## src/rtl/core/stwa_pkg.sv

```systemverilog
package stwa_pkg;

   localparam int MAX_STATIONS = 8;
   localparam int KEY_BITS     = 64;
   localparam int SLOT_W       = (MAX_STATIONS > 1) ? $clog2(MAX_STATIONS) : 1;

   localparam int TIME_W       = 32;
   localparam int OUT_SLOT_W   = 6;
   localparam int OUT_KEY_W    = 64;
   localparam int IN_KEY_W     = 64;

   // request tdata: station_key, now_ms
   localparam int REQ_DATA_W   = 96;
   // response tdata: slot, entry_key, first_seen, last_ping, last_recv,
   // touched, inserted, sender_key
   localparam int RSP_DATA_W   = 232;

   localparam logic [TIME_W-1:0] STALE_LIMIT_RESET = TIME_W'(50 * 1000);

   typedef enum logic [2:0] {
      ST_IDLE,
      ST_SCAN,
      ST_UPDATE,
      ST_AGE,
      ST_EMIT
   } fsm_state_type;

   typedef enum logic {
      CMP_OLDER,   // a < b
      CMP_STALE    // (a - b) mod 2^32 > limit
   } cmp_op_type;

endpackage

```

## src/rtl/core/stwa_cmp_unit.sv

```systemverilog
module stwa_cmp_unit
   import stwa_pkg::*;
(
   input  cmp_op_type        op,
   input  logic [TIME_W-1:0] a,
   input  logic [TIME_W-1:0] b,
   input  logic [TIME_W-1:0] limit,
   output logic              flag
);

   logic [TIME_W:0]   diff;

   // one subtractor, borrow gives a < b, low bits give the wrapped age
   assign diff = {1'b0, a} - {1'b0, b};

   always_comb begin
      unique case (op)
         CMP_OLDER: flag = diff[TIME_W];
         CMP_STALE: flag = (diff[TIME_W-1:0] > limit);
         default:   flag = 1'b0;
      endcase
   end

endmodule

```

## src/rtl/core/station_table_with_aging_unit.sv

```systemverilog
// Station table with aging: 8-slot associative table, LRU-style replacement.
// Sequence: scan one slot per cycle (stops on hit), the update, then aging of every slot;
// then the listing visits slots in order, skipping dead ones, and waits out any
// response stall. A new request is taken only back in idle, after the listing:
// the steps run one after another; scan and aging share the single compare/subtract unit.
// Reset (sync): table cleared.
module station_table_with_aging_unit
   import stwa_pkg::*;
(
   input  logic                  clock,
   input  logic                  reset,

   // request channel
   input  logic                  req_tvalid,
   output logic                  req_tready,
   input  logic [REQ_DATA_W-1:0] req_tdata,   // [63:0] station_key, [95:64] now_ms
   input  logic                  req_tuser,   // [0] is_sender

   // response channel
   output logic                  rsp_tvalid,
   input  logic                  rsp_tready,
   output logic [RSP_DATA_W-1:0] rsp_tdata,   // [5:0] slot, [69:6] entry_key,
                                              // [101:70] first_seen, [133:102] last_ping,
                                              // [165:134] last_recv, [166] touched,
                                              // [167] inserted, [231:168] sender_key
   output logic                  rsp_tuser,   // [0] entry_valid
   output logic                  rsp_tlast,

   // stale limit register write
   input  logic                  csr_valid,
   output logic                  csr_ready,
   input  logic [TIME_W-1:0]     csr_data
);

   // ---------------------------------------------------------------
   // Slot store: flops; pings are read at every slot, other fields at the sequencer's slot index only
   // ---------------------------------------------------------------
   logic [KEY_BITS-1:0] key_ff        [MAX_STATIONS];
   logic [TIME_W-1:0]   first_seen_ff [MAX_STATIONS];
   logic [TIME_W-1:0]   ping_ff       [MAX_STATIONS];
   logic [TIME_W-1:0]   recv_ff       [MAX_STATIONS];
   logic [KEY_BITS-1:0] sender_ff;
   logic [TIME_W-1:0]   stale_limit_ff;

   // request being worked on
   logic [KEY_BITS-1:0] req_key_ff;
   logic [TIME_W-1:0]   req_now_ff;
   logic                req_sender_ff;

   // sequencer
   fsm_state_type       state_ff, state_in;
   logic [SLOT_W-1:0]   idx_ff, idx_in;
   logic [SLOT_W-1:0]   oldest_ff, oldest_in;
   logic [TIME_W-1:0]   oldest_ping_ff, oldest_ping_in;
   logic [SLOT_W-1:0]   chosen_ff, chosen_in;
   logic                missed_ff, missed_in;

   // response register
   logic                  rsp_valid_ff, rsp_valid_in;
   logic [RSP_DATA_W-1:0] rsp_data_ff, rsp_data_in;
   logic                  rsp_user_ff, rsp_user_in;
   logic                  rsp_last_ff, rsp_last_in;

   // strobes into the store
   logic                req_take;
   logic                upd_en;
   logic                clr_en;
   logic                rsp_load;
   logic                out_free;

   // shared compare unit
   cmp_op_type          cmp_op;
   logic [TIME_W-1:0]   cmp_a;
   logic [TIME_W-1:0]   cmp_b;
   logic                cmp_flag;

   logic [MAX_STATIONS-1:0] live;
   logic                    later_live;
   logic                    last_slot;
   logic                    key_hit;

   stwa_cmp_unit u_cmp (
      .op    (cmp_op),
      .a     (cmp_a),
      .b     (cmp_b),
      .limit (stale_limit_ff),
      .flag  (cmp_flag)
   );

   assign req_tready = (state_ff == ST_IDLE);
   assign req_take   = req_tvalid && req_tready;
   assign csr_ready  = 1'b1;
   assign out_free   = !rsp_valid_ff || rsp_tready;

   assign last_slot  = (idx_ff == SLOT_W'(MAX_STATIONS - 1));
   assign key_hit    = (key_ff[idx_ff] == req_key_ff);

   // liveness is a nonzero last-ping time
   always_comb begin
      later_live = 1'b0;
      for (int j = 0; j < MAX_STATIONS; j++) begin
         live[j] = |ping_ff[j];
         if (live[j] && (SLOT_W'(j) > idx_ff)) begin
            later_live = 1'b1;
         end
      end
   end

   // compare unit: oldest search during scan, age test during aging
   always_comb begin
      if (state_ff == ST_AGE) begin
         cmp_op = CMP_STALE;
         cmp_a  = req_now_ff;
         cmp_b  = ping_ff[idx_ff];
      end else begin
         cmp_op = CMP_OLDER;
         cmp_a  = ping_ff[idx_ff];
         cmp_b  = oldest_ping_ff;
      end
   end

   // next state and strobes
   always_comb begin
      state_in       = state_ff;
      idx_in         = idx_ff;
      oldest_in      = oldest_ff;
      oldest_ping_in = oldest_ping_ff;
      chosen_in      = chosen_ff;
      missed_in      = missed_ff;
      upd_en         = 1'b0;
      clr_en         = 1'b0;
      rsp_load       = 1'b0;
      rsp_data_in    = '0;
      rsp_user_in    = 1'b0;
      rsp_last_in    = 1'b0;

      unique case (state_ff)
         ST_IDLE: begin
            if (req_take) begin
               state_in       = ST_SCAN;
               idx_in         = '0;
               oldest_in      = '0;
               oldest_ping_in = ping_ff[0];
            end
         end

         ST_SCAN: begin
            if (cmp_flag) begin
               oldest_in      = idx_ff;
               oldest_ping_in = ping_ff[idx_ff];
            end
            if (key_hit) begin
               chosen_in = idx_ff;
               missed_in = 1'b0;
               state_in  = ST_UPDATE;
            end else if (last_slot) begin
               chosen_in = cmp_flag ? idx_ff : oldest_ff;
               missed_in = 1'b1;
               state_in  = ST_UPDATE;
            end else begin
               idx_in = idx_ff + 1'b1;
            end
         end

         ST_UPDATE: begin
            upd_en   = 1'b1;
            idx_in   = '0;
            state_in = ST_AGE;
         end

         ST_AGE: begin
            clr_en = cmp_flag;
            if (last_slot) begin
               idx_in   = '0;
               state_in = ST_EMIT;
            end else begin
               idx_in = idx_ff + 1'b1;
            end
         end

         ST_EMIT: begin
            if (live == '0) begin
               // empty table: one marker response
               if (out_free) begin
                  rsp_load    = 1'b1;
                  rsp_data_in = {OUT_KEY_W'(sender_ff), missed_ff, 167'(0)};
                  rsp_user_in = 1'b0;
                  rsp_last_in = 1'b1;
                  state_in    = ST_IDLE;
               end
            end else if (!live[idx_ff]) begin
               idx_in = idx_ff + 1'b1;
            end else if (out_free) begin
               rsp_load    = 1'b1;
               rsp_data_in = {OUT_KEY_W'(sender_ff),
                              missed_ff,
                              (idx_ff == chosen_ff),
                              recv_ff[idx_ff],
                              ping_ff[idx_ff],
                              first_seen_ff[idx_ff],
                              OUT_KEY_W'(key_ff[idx_ff]),
                              OUT_SLOT_W'(idx_ff)};
               rsp_user_in = 1'b1;
               rsp_last_in = !later_live;
               if (later_live) begin
                  idx_in = idx_ff + 1'b1;
               end else begin
                  state_in = ST_IDLE;
               end
            end
         end

         default: state_in = ST_IDLE;
      endcase
   end

   always_comb begin
      priority if (rsp_load) begin
         rsp_valid_in = 1'b1;
      end else if (rsp_tready) begin
         rsp_valid_in = 1'b0;
      end else begin
         rsp_valid_in = rsp_valid_ff;
      end
   end

   // control registers
   always_ff @(posedge clock) begin
      if (reset) begin
         state_ff     <= ST_IDLE;
         rsp_valid_ff <= 1'b0;
      end else begin
         state_ff     <= state_in;
         rsp_valid_ff <= rsp_valid_in;
      end
   end

   // sequencer payload and request capture
   always_ff @(posedge clock) begin
      idx_ff         <= idx_in;
      oldest_ff      <= oldest_in;
      oldest_ping_ff <= oldest_ping_in;
      chosen_ff      <= chosen_in;
      missed_ff      <= missed_in;
      if (req_take) begin
         req_key_ff    <= req_tdata[KEY_BITS-1:0];
         req_now_ff    <= req_tdata[IN_KEY_W +: TIME_W];
         req_sender_ff <= req_tuser;
      end
      if (rsp_load) begin
         rsp_data_ff <= rsp_data_in;
         rsp_user_ff <= rsp_user_in;
         rsp_last_ff <= rsp_last_in;
      end
   end

   // slot store, stale limit and current sender; store and sender cleared at reset, limit set to its reset value
   always_ff @(posedge clock) begin
      if (reset) begin
         for (int i = 0; i < MAX_STATIONS; i++) begin
            key_ff[i]        <= '0;
            first_seen_ff[i] <= '0;
            ping_ff[i]       <= '0;
            recv_ff[i]       <= '0;
         end
         sender_ff      <= '0;
         stale_limit_ff <= STALE_LIMIT_RESET;
      end else begin
         if (csr_valid && csr_ready) begin
            stale_limit_ff <= csr_data;
         end
         if (upd_en) begin
            if (missed_ff) begin
               key_ff[chosen_ff]        <= req_key_ff;
               first_seen_ff[chosen_ff] <= req_now_ff;
            end
            ping_ff[chosen_ff] <= req_now_ff;
            if (req_sender_ff) begin
               recv_ff[chosen_ff] <= req_now_ff;
               sender_ff          <= req_key_ff;
            end
         end
         if (clr_en) begin
            key_ff[idx_ff]        <= '0;
            first_seen_ff[idx_ff] <= '0;
            ping_ff[idx_ff]       <= '0;
            recv_ff[idx_ff]       <= '0;
         end
      end
   end

   assign rsp_tvalid = rsp_valid_ff;
   assign rsp_tdata  = rsp_data_ff;
   assign rsp_tuser  = rsp_user_ff;
   assign rsp_tlast  = rsp_last_ff;

endmodule

```

## config.mk

```make
export PLATFORM = sky130hd
export DESIGN_NAME = station_table_with_aging_unit
export DESIGN_NICKNAME = d
export VERILOG_FILES = /design/src/rtl/core/stwa_pkg.sv /design/src/rtl/core/stwa_cmp_unit.sv /design/src/rtl/core/station_table_with_aging_unit.sv
export SDC_FILE = /design/constraint.sdc
export NUM_CORES = 2
export LEC_CHECK = 0
export BUFFER_PORTS_ARGS = -buffer_cell sky130_fd_sc_hd__buf_2
export CAP_MARGIN = 5
export CORE_MARGIN = 2
export CORE_UTILIZATION = 45
export CTS_CLUSTER_DIAMETER = 100
export DETAILED_ROUTE_END_ITERATION = 8
export SLEW_MARGIN = 20
export SYNTH_ARGS = -nofsm -noshare
export SYNTH_HDL_FRONTEND = slang
export SYNTH_SLANG_ARGS = --single-unit
```

## constraint.sdc

```tcl
create_clock -name clock -period 17.2 [get_ports clock]
set_input_delay 4.3 -clock clock [delete_from_list [all_inputs] [get_ports clock]]
set_output_delay 4.3 -clock clock [all_outputs]
set_load 0.005 [all_outputs]
```

* Word-level counts from Yosys, hierarchy flattened *
Memories as Yosys holds them, arrays and structs flattened. A register that Yosys moved wholly into a read port is not among the register bits.
Cells that the tools add are included.

storage, ports and cells
  bits in registers = 473
  bits in latches = 0
  RAM bits = 1280
  memory bits (read-only) = 0
  input port bits = 134
  output and inout bits = 237
  word-level logic and storage cells = 193
  memories kept = 4

operators by class
  $add $sub $neg = 2
  multipliers = 0
  div/mod/pow operators = 0
  order comparisons = 10
  eq/ne operators = 19
  shift operators = 0
  multiplexer cells = 100
  bitwise gates (word level) = 2
  reduce and logical (&&, ||, !) cells = 41

memory list
  memory         words  bits a word  rd ports  clocked after memory_dff  write ports  RTL line                             source
  key_ff         8      64           1         1                         8            station_table_with_aging_unit.sv:38  logic [KEY_BITS-1:0] key_ff [MAX_STATIONS];
  first_seen_ff  8      32           1         1                         8            station_table_with_aging_unit.sv:39  logic [TIME_W-1:0] first_seen_ff [MAX_STATIONS];
  ping_ff        8      32           9         1                         8            station_table_with_aging_unit.sv:40  logic [TIME_W-1:0] ping_ff [MAX_STATIONS];
  recv_ff        8      32           1         1                         8            station_table_with_aging_unit.sv:41  logic [TIME_W-1:0] recv_ff [MAX_STATIONS];

operators by type and width
  cell                                                                 number
  232-bit 2-to-1 mux                                                   4
  32-bit OR reduction                                                  14
  32-bit 2-to-1 mux                                                    10
  64-bit 2-to-1 mux                                                    2
  64-bit OR reduction                                                  2
  3-bit 2-to-1 mux                                                     32
  64-bit == test                                                       1
  32-bit one-hot mux with 2 select lines                               1
  1-bit 2-to-1 mux                                                     46
  32-bit by 32-bit subtractor with 33-bit output                       1
  32-bit > comparator                                                  1
  3-bit one-hot mux with 5 select lines                                2
  3-bit inequality test, second input constant                         6
  7-bit AND reduction                                                  2
  3-bit > comparator, first input constant                             4
  2-bit inequality test, second input constant                         5
  1-bit logical AND                                                    9
  8-bit logical NOT                                                    1
  3-bit by 2-bit == test with 1-bit output, second input constant      2
  3-bit == test, second input constant                                 2
  1-bit by 3-bit > comparator with 1-bit output, first input constant  2
  2-bit by 3-bit > comparator with 1-bit output, first input constant  2
  3-bit one-hot mux with 2 select lines                                1
  2-bit AND reduction                                                  3
  other kinds (15)                                                     19

* Depth between registers and ports, before layout *
An unclocked memory read counts as a cell.

  depth in word-level cells = 17
  depth in mapped cells = 36
  gate-level depth less buffers = 26

* Cells and area by module *
From an unflattened synthesis, not the netlist that was laid out.

unflattened totals
  cell total of the unflattened synthesis = 5531
  area total of the unflattened synthesis = 76081.7 µm²

modules (own cells, without submodules)
  module                         instances  cells an instance  area an instance (µm²)  sequential area each (µm²)
  station_table_with_aging_unit  1          5173               73575.6                 51609.5
  stwa_cmp_unit                  1          358                2506.2                  0.0

* Worst setup path after synthesis *
Ideal clock, no wire load.

  path kind = input-to-reg
  start = in rsp_tready
  end = reg rsp_data_ff[222] (netlist: rsp_tdata[222]) (data pin)
  setup time = 182 ps
  arrival = 11416 ps
  required time = 17018 ps
  path slack = 5602 ps
  stages = 4
  path buffers = 1
  cells stage by stage = nor2b_1 -> nor2_1 -> clkbuf_1 -> and2_1

on the way
  longest elaborated chain between the ends = 4
  elaborated cells on any way between the ends = 5
  classes of those cells = 4 x mux; 1 x reduce/logical

RTL lines
  item                  RTL line                              source
  from (decl)           station_table_with_aging_unit.sv:21   input logic rsp_tready,
  1-bit logical OR *    station_table_with_aging_unit.sv:93   assign out_free = !rsp_valid_ff || rsp_tready;
  232-bit 2-to-1 mux    station_table_with_aging_unit.sv:193  end else if (out_free) begin
  232-bit 2-to-1 mux    station_table_with_aging_unit.sv:191  end else if (!live[idx_ff]) begin
  232-bit 2-to-1 mux *  station_table_with_aging_unit.sv:182  if (live == '0) begin
  to (signal assigned)  station_table_with_aging_unit.sv:251  rsp_data_ff <= rsp_data_in;
  to (decl)             station_table_with_aging_unit.sv:60   logic [RSP_DATA_W-1:0] rsp_data_ff, rsp_data_in;

Mark *: on every way between the ends. The rest lies on a longest branch, timed or not.
A chain may end at the register's enable or synchronous reset.

==> summary.json <==
{
  "die": {
    "design.die.area_mm2": 0.174,
    "fp.coreArea_mm2": 0.169,
    "floorplan.initialDensity_pct": 45.3,
    "rows": 151,
    "chipHeight_um": 417,
    "top_level_ports": 371,
    "fp.dieW_um": 417
  },
  "timing": {
    "timing.final.ws_setup_ps": 6750,
    "fin_worst_hold_slack_ps": 449,
    "max_slew_margin_pct": 26.1,
    "clock.fmax_mhz": 95.7,
    "period_minus_slack_ps": 10450,
    "setup_tns_ps": 0,
    "worst_slew_pin_slew_ps": 1110,
    "grt_setup_unrepaired": "false",
    "layout_worst_path_cycle_share_pct": 60.8,
    "report.final.slew_viol_count": 0,
    "fin_skew_ps": 39.2,
    "final-hold-violation-count": 0,
    "number_of_endpoints_failing_setup_at_the_final_stage": 0
  },
  "outcome": {
    "status": "complete, no violations"
  },
  "setup_path": {
    "worst_ep_required_time_ps": 17670,
    "timing_worst_setup_path_type": "reg -> reg",
    "timing.critical_path.fanout_max": 61,
    "critPathCaptureType": "register",
    "setup.worst_path.start_class": "register",
    "worst_r2r_path_depth": 27,
    "critical_path_arrival_ps": 10920,
    "reg2reg_setup_slack_ps": 6750,
    "rr_endpoint": "key_ff[6][49]$_SDFFCE_PN0P_"
  },
  "yosys": {
    "number_of_flops_mapped_to_enable_cells_by_yosys": 1650,
    "synth_cells": 5503,
    "post-synth-top-area-fraction_pct": 64.5,
    "yosysWarnings": 0,
    "synth-async-reset-ratio_pct": 0,
    "postSynthRegisterBits": 1753,
    "synth_area_mm2": 0.0768,
    "yosys.area.top_type": "edfxtp_1",
    "syn_area_per_cell_um2": 14.0,
    "number_of_distinct_library_cells_after_synthesis": 75,
    "synthFlopType": "edfxtp_1",
    "synth_area_leaders": "edfxtp_1 (65%), mux4_2 (8.3%), nor2_1 (5.3%)",
    "synth.yosys.seq_area_share_pct": 67.2
  },
  "global_routing": {
    "track_usage_pct": 25.8,
    "antenna_violations_before_repair": 9,
    "grt_pass1_vias": 46900,
    "grt_first_pass_wirelength_um": 328000,
    "maximum_number_of_pins_on_one_net_before_global_route_repair": 262,
    "gr-total-overflow": 0
  },
  "placement": {
    "place_hpwl_um": 140000,
    "port-buffer-count": 366,
    "dp_slack_ps": 6870,
    "place_inst": 7782,
    "gp_congestion": 0.905
  },
  "route": {
    "detail-route-antenna-nets": 0,
    "drt_drc_violations_left": 0,
    "drt_iter0_drc": 5304,
    "routed_via_density": 5.89,
    "routed_wl_um": 228000,
    "num_vias": 47900,
    "detailedRoute.firstPassIterationCount": 8,
    "wire_per_inst_um": 28.0
  },
  "min_path": {
    "worst_hold_check_path_type": "reg -> reg",
    "timing.hold.worst_endpoint": "sender_ff[31]$_SDFFE_PP0P_",
    "worstHoldPathCells": 2,
    "min-delay-start": "sender_ff[31]$_SDFFE_PP0P_"
  },
  "clock_network": {
    "cts_buf_count": 186,
    "postCtsResizedCells": 0,
    "clock-root-buffer": "clkbuf_16",
    "clk_sinks": 1753,
    "max-clock-path-buffers": 3,
    "holdBufCountCts": 0,
    "clkTransAtPathRegs_ps": 60,
    "cts_tree": "built",
    "clkLatencyLatePin_ps": 850,
    "ctsHtreeMaxLevel": 4,
    "cts_setup_buffers": 0
  },
  "cells_and_area": {
    "final_core_utilization_pct": 51.3,
    "area_growth_syn_to_layout_pct": 13.2,
    "nNetsFinal": 5956,
    "fillerInstances": 14300,
    "register_area_mm2": 0.0516,
    "multi_input_area_mm2": 0.0235,
    "drive_gt1_share_pct": 19.0,
    "final-instance-count-excl-fill": 8139
  },
  "run": {
    "maxCapViolCount": 0
  },
  "power_and_ir_drop": {
    "power_leakage_nw": 33.2,
    "power_density_mw_per_mm2": 117,
    "vdd_drop_max_mv": 0.110
  }
}
==> sequential cells by signal (all words and copies together) (netlist names), 32 cells and up, named ones only <==
signal,flops
first_seen_ff,256
key_ff,512
oldest_ping_ff,32
ping_ff,256
recv_ff,256
req_key_ff,64
req_now_ff,32
rsp_tdata,229
sender_ff,64
stale_limit_ff,32
==> through the flow <==
| step | total power, mW | instance area (µm²) |
|---|---|---|
| after global placement | 6.23 | 80800 |
| after detailed placement | 6.24 | 80800 |
| after floorplan | 5.83 | 76800 |
| final | 10.2 | 87000 |
| after CTS | 10.2 | 86900 |
| after global routing | 10.5 | 87000 |
==> layout by cell type, fill, tap and decap left out, types with 34 or more instances in the layout <==
cell       Yosys  layout
dfxtp_1      103     100
edfxtp_1    1650    1650
o21ai_0       35      34
mux4_2       283     283
nor2_1      1092    1090
nand2_1      289     280
a21oi_1      221     214
xnor2_1       42      42
and3_1       521     520
buf_2         68     365
inv_1         50      49
nor4_1        70      69
nand4_1       36      36
clkbuf_1     298      53
and2_1        72      71
ha_1          68      68
clkbuf_16      0     190
buf_4         11     115
xor2_1        44      44
mux2i_1      227     227
==> where the power goes <==
group	switching (mW)	internal [mW]
clock network	1.71	2.33
registers	0.0814	4.80
logic	0.780	0.502
==> cell type report <==
type | count | area share [%]
sequential | 1753 | 59.4
multi-input combinational | 3278 | 27.0
clock buffer | 262 | 6.00
timing repair buffer | 484 | 3.19
tap | 2218 | 3.19
clock inverter | 88 | 1.05
inverter | 50 | 0.216
antenna | 6 | 0.0173
==> worst max-delay path: stages (launching register included) <==
cell	delay, ps
dfxtp_4	640
buf_4	850
mux4_2	410
mux2i_1	340
nor2_1	70
a21oi_1	290
ha_1	280
nor2b_1	140
o31a_1	280
a2111oi_0	490
nor2_1	110
o221ai_1	520
o211a_1	270
o21bai_1	80
a21oi_1	180
xnor2_1	100
ha_1	290
nand4_1	160
nor3_1	300
nand2_1	270
o21bai_1	440
nor3_1	110
o21a_1	330
or4_1	610
a21o_4	500
nand2_4	280
buf_4	710
buf_4	760
==> cell families (layout without fill, tap and decap cells) <==
logic type                 after synthesis  in the layout  share of synthesized area (%)
and+or+nand+nor                       2189           2189                           13.4
other                                    2             10                        0.00978
buffers and inverters                  474            884                           2.56
adders and majority gates               69             69                           1.13
DFF                                   1753           1753                           67.2
AOI/OAI and AO/OA                      402            402                           3.16
xor gates and xnor gates                86             86                          0.981
muxes                                  528            528                           11.6
==> how the worst max path moves through the flow <==
stage | startpoint | to | slack, ps | cells after the start
after floorplan | rsp_tready | rsp_tdata[222]$_SDFFCE_PN0P_ | 5600 | 4
after global placement | register | key_ff[6][49]$_SDFFCE_PN0P_ | 6940 | 27
after detailed placement | register | key_ff[6][49]$_SDFFCE_PN0P_ | 6870 | 27
after CTS | register | key_ff[6][49]$_SDFFCE_PN0P_ | 6830 | 27
after global routing | register | key_ff[5][49]$_SDFFCE_PN0P_ | 6000 | 30
final | register | key_ff[6][49]$_SDFFCE_PN0P_ | 6750 | 27
==> per-layer routing <==
| layer | wire [µm] | up-vias | global-route usage (%) |
|---|---|---|---|
| li1 | - | 21000 | - |
| met1 | 91200 | 24500 | 34.7 |
| met3 | 16900 | 349 | 4.09 |
| met2 | 112000 | 2063 | 43.0 |
| met4 | 7620 | 4 | 8.52 |
| met5 | 32 | - | 0 |
==> Yosys cell counts, types with 35 or more instances <==
cell and number:
a21oi_1 221, and2_1 72, and3_1 521, buf_1 36, buf_2 68, clkbuf_1 298
dfxtp_1 103, edfxtp_1 1650, ha_1 68, inv_1 50, mux2i_1 227, mux4_2 283
nand2_1 289, nand4_1 36, nor2_1 1092, nor4_1 70, o21ai_0 35, xnor2_1 42
xor2_1 44
Note: power is estimated with default switching activity, not from simulation.
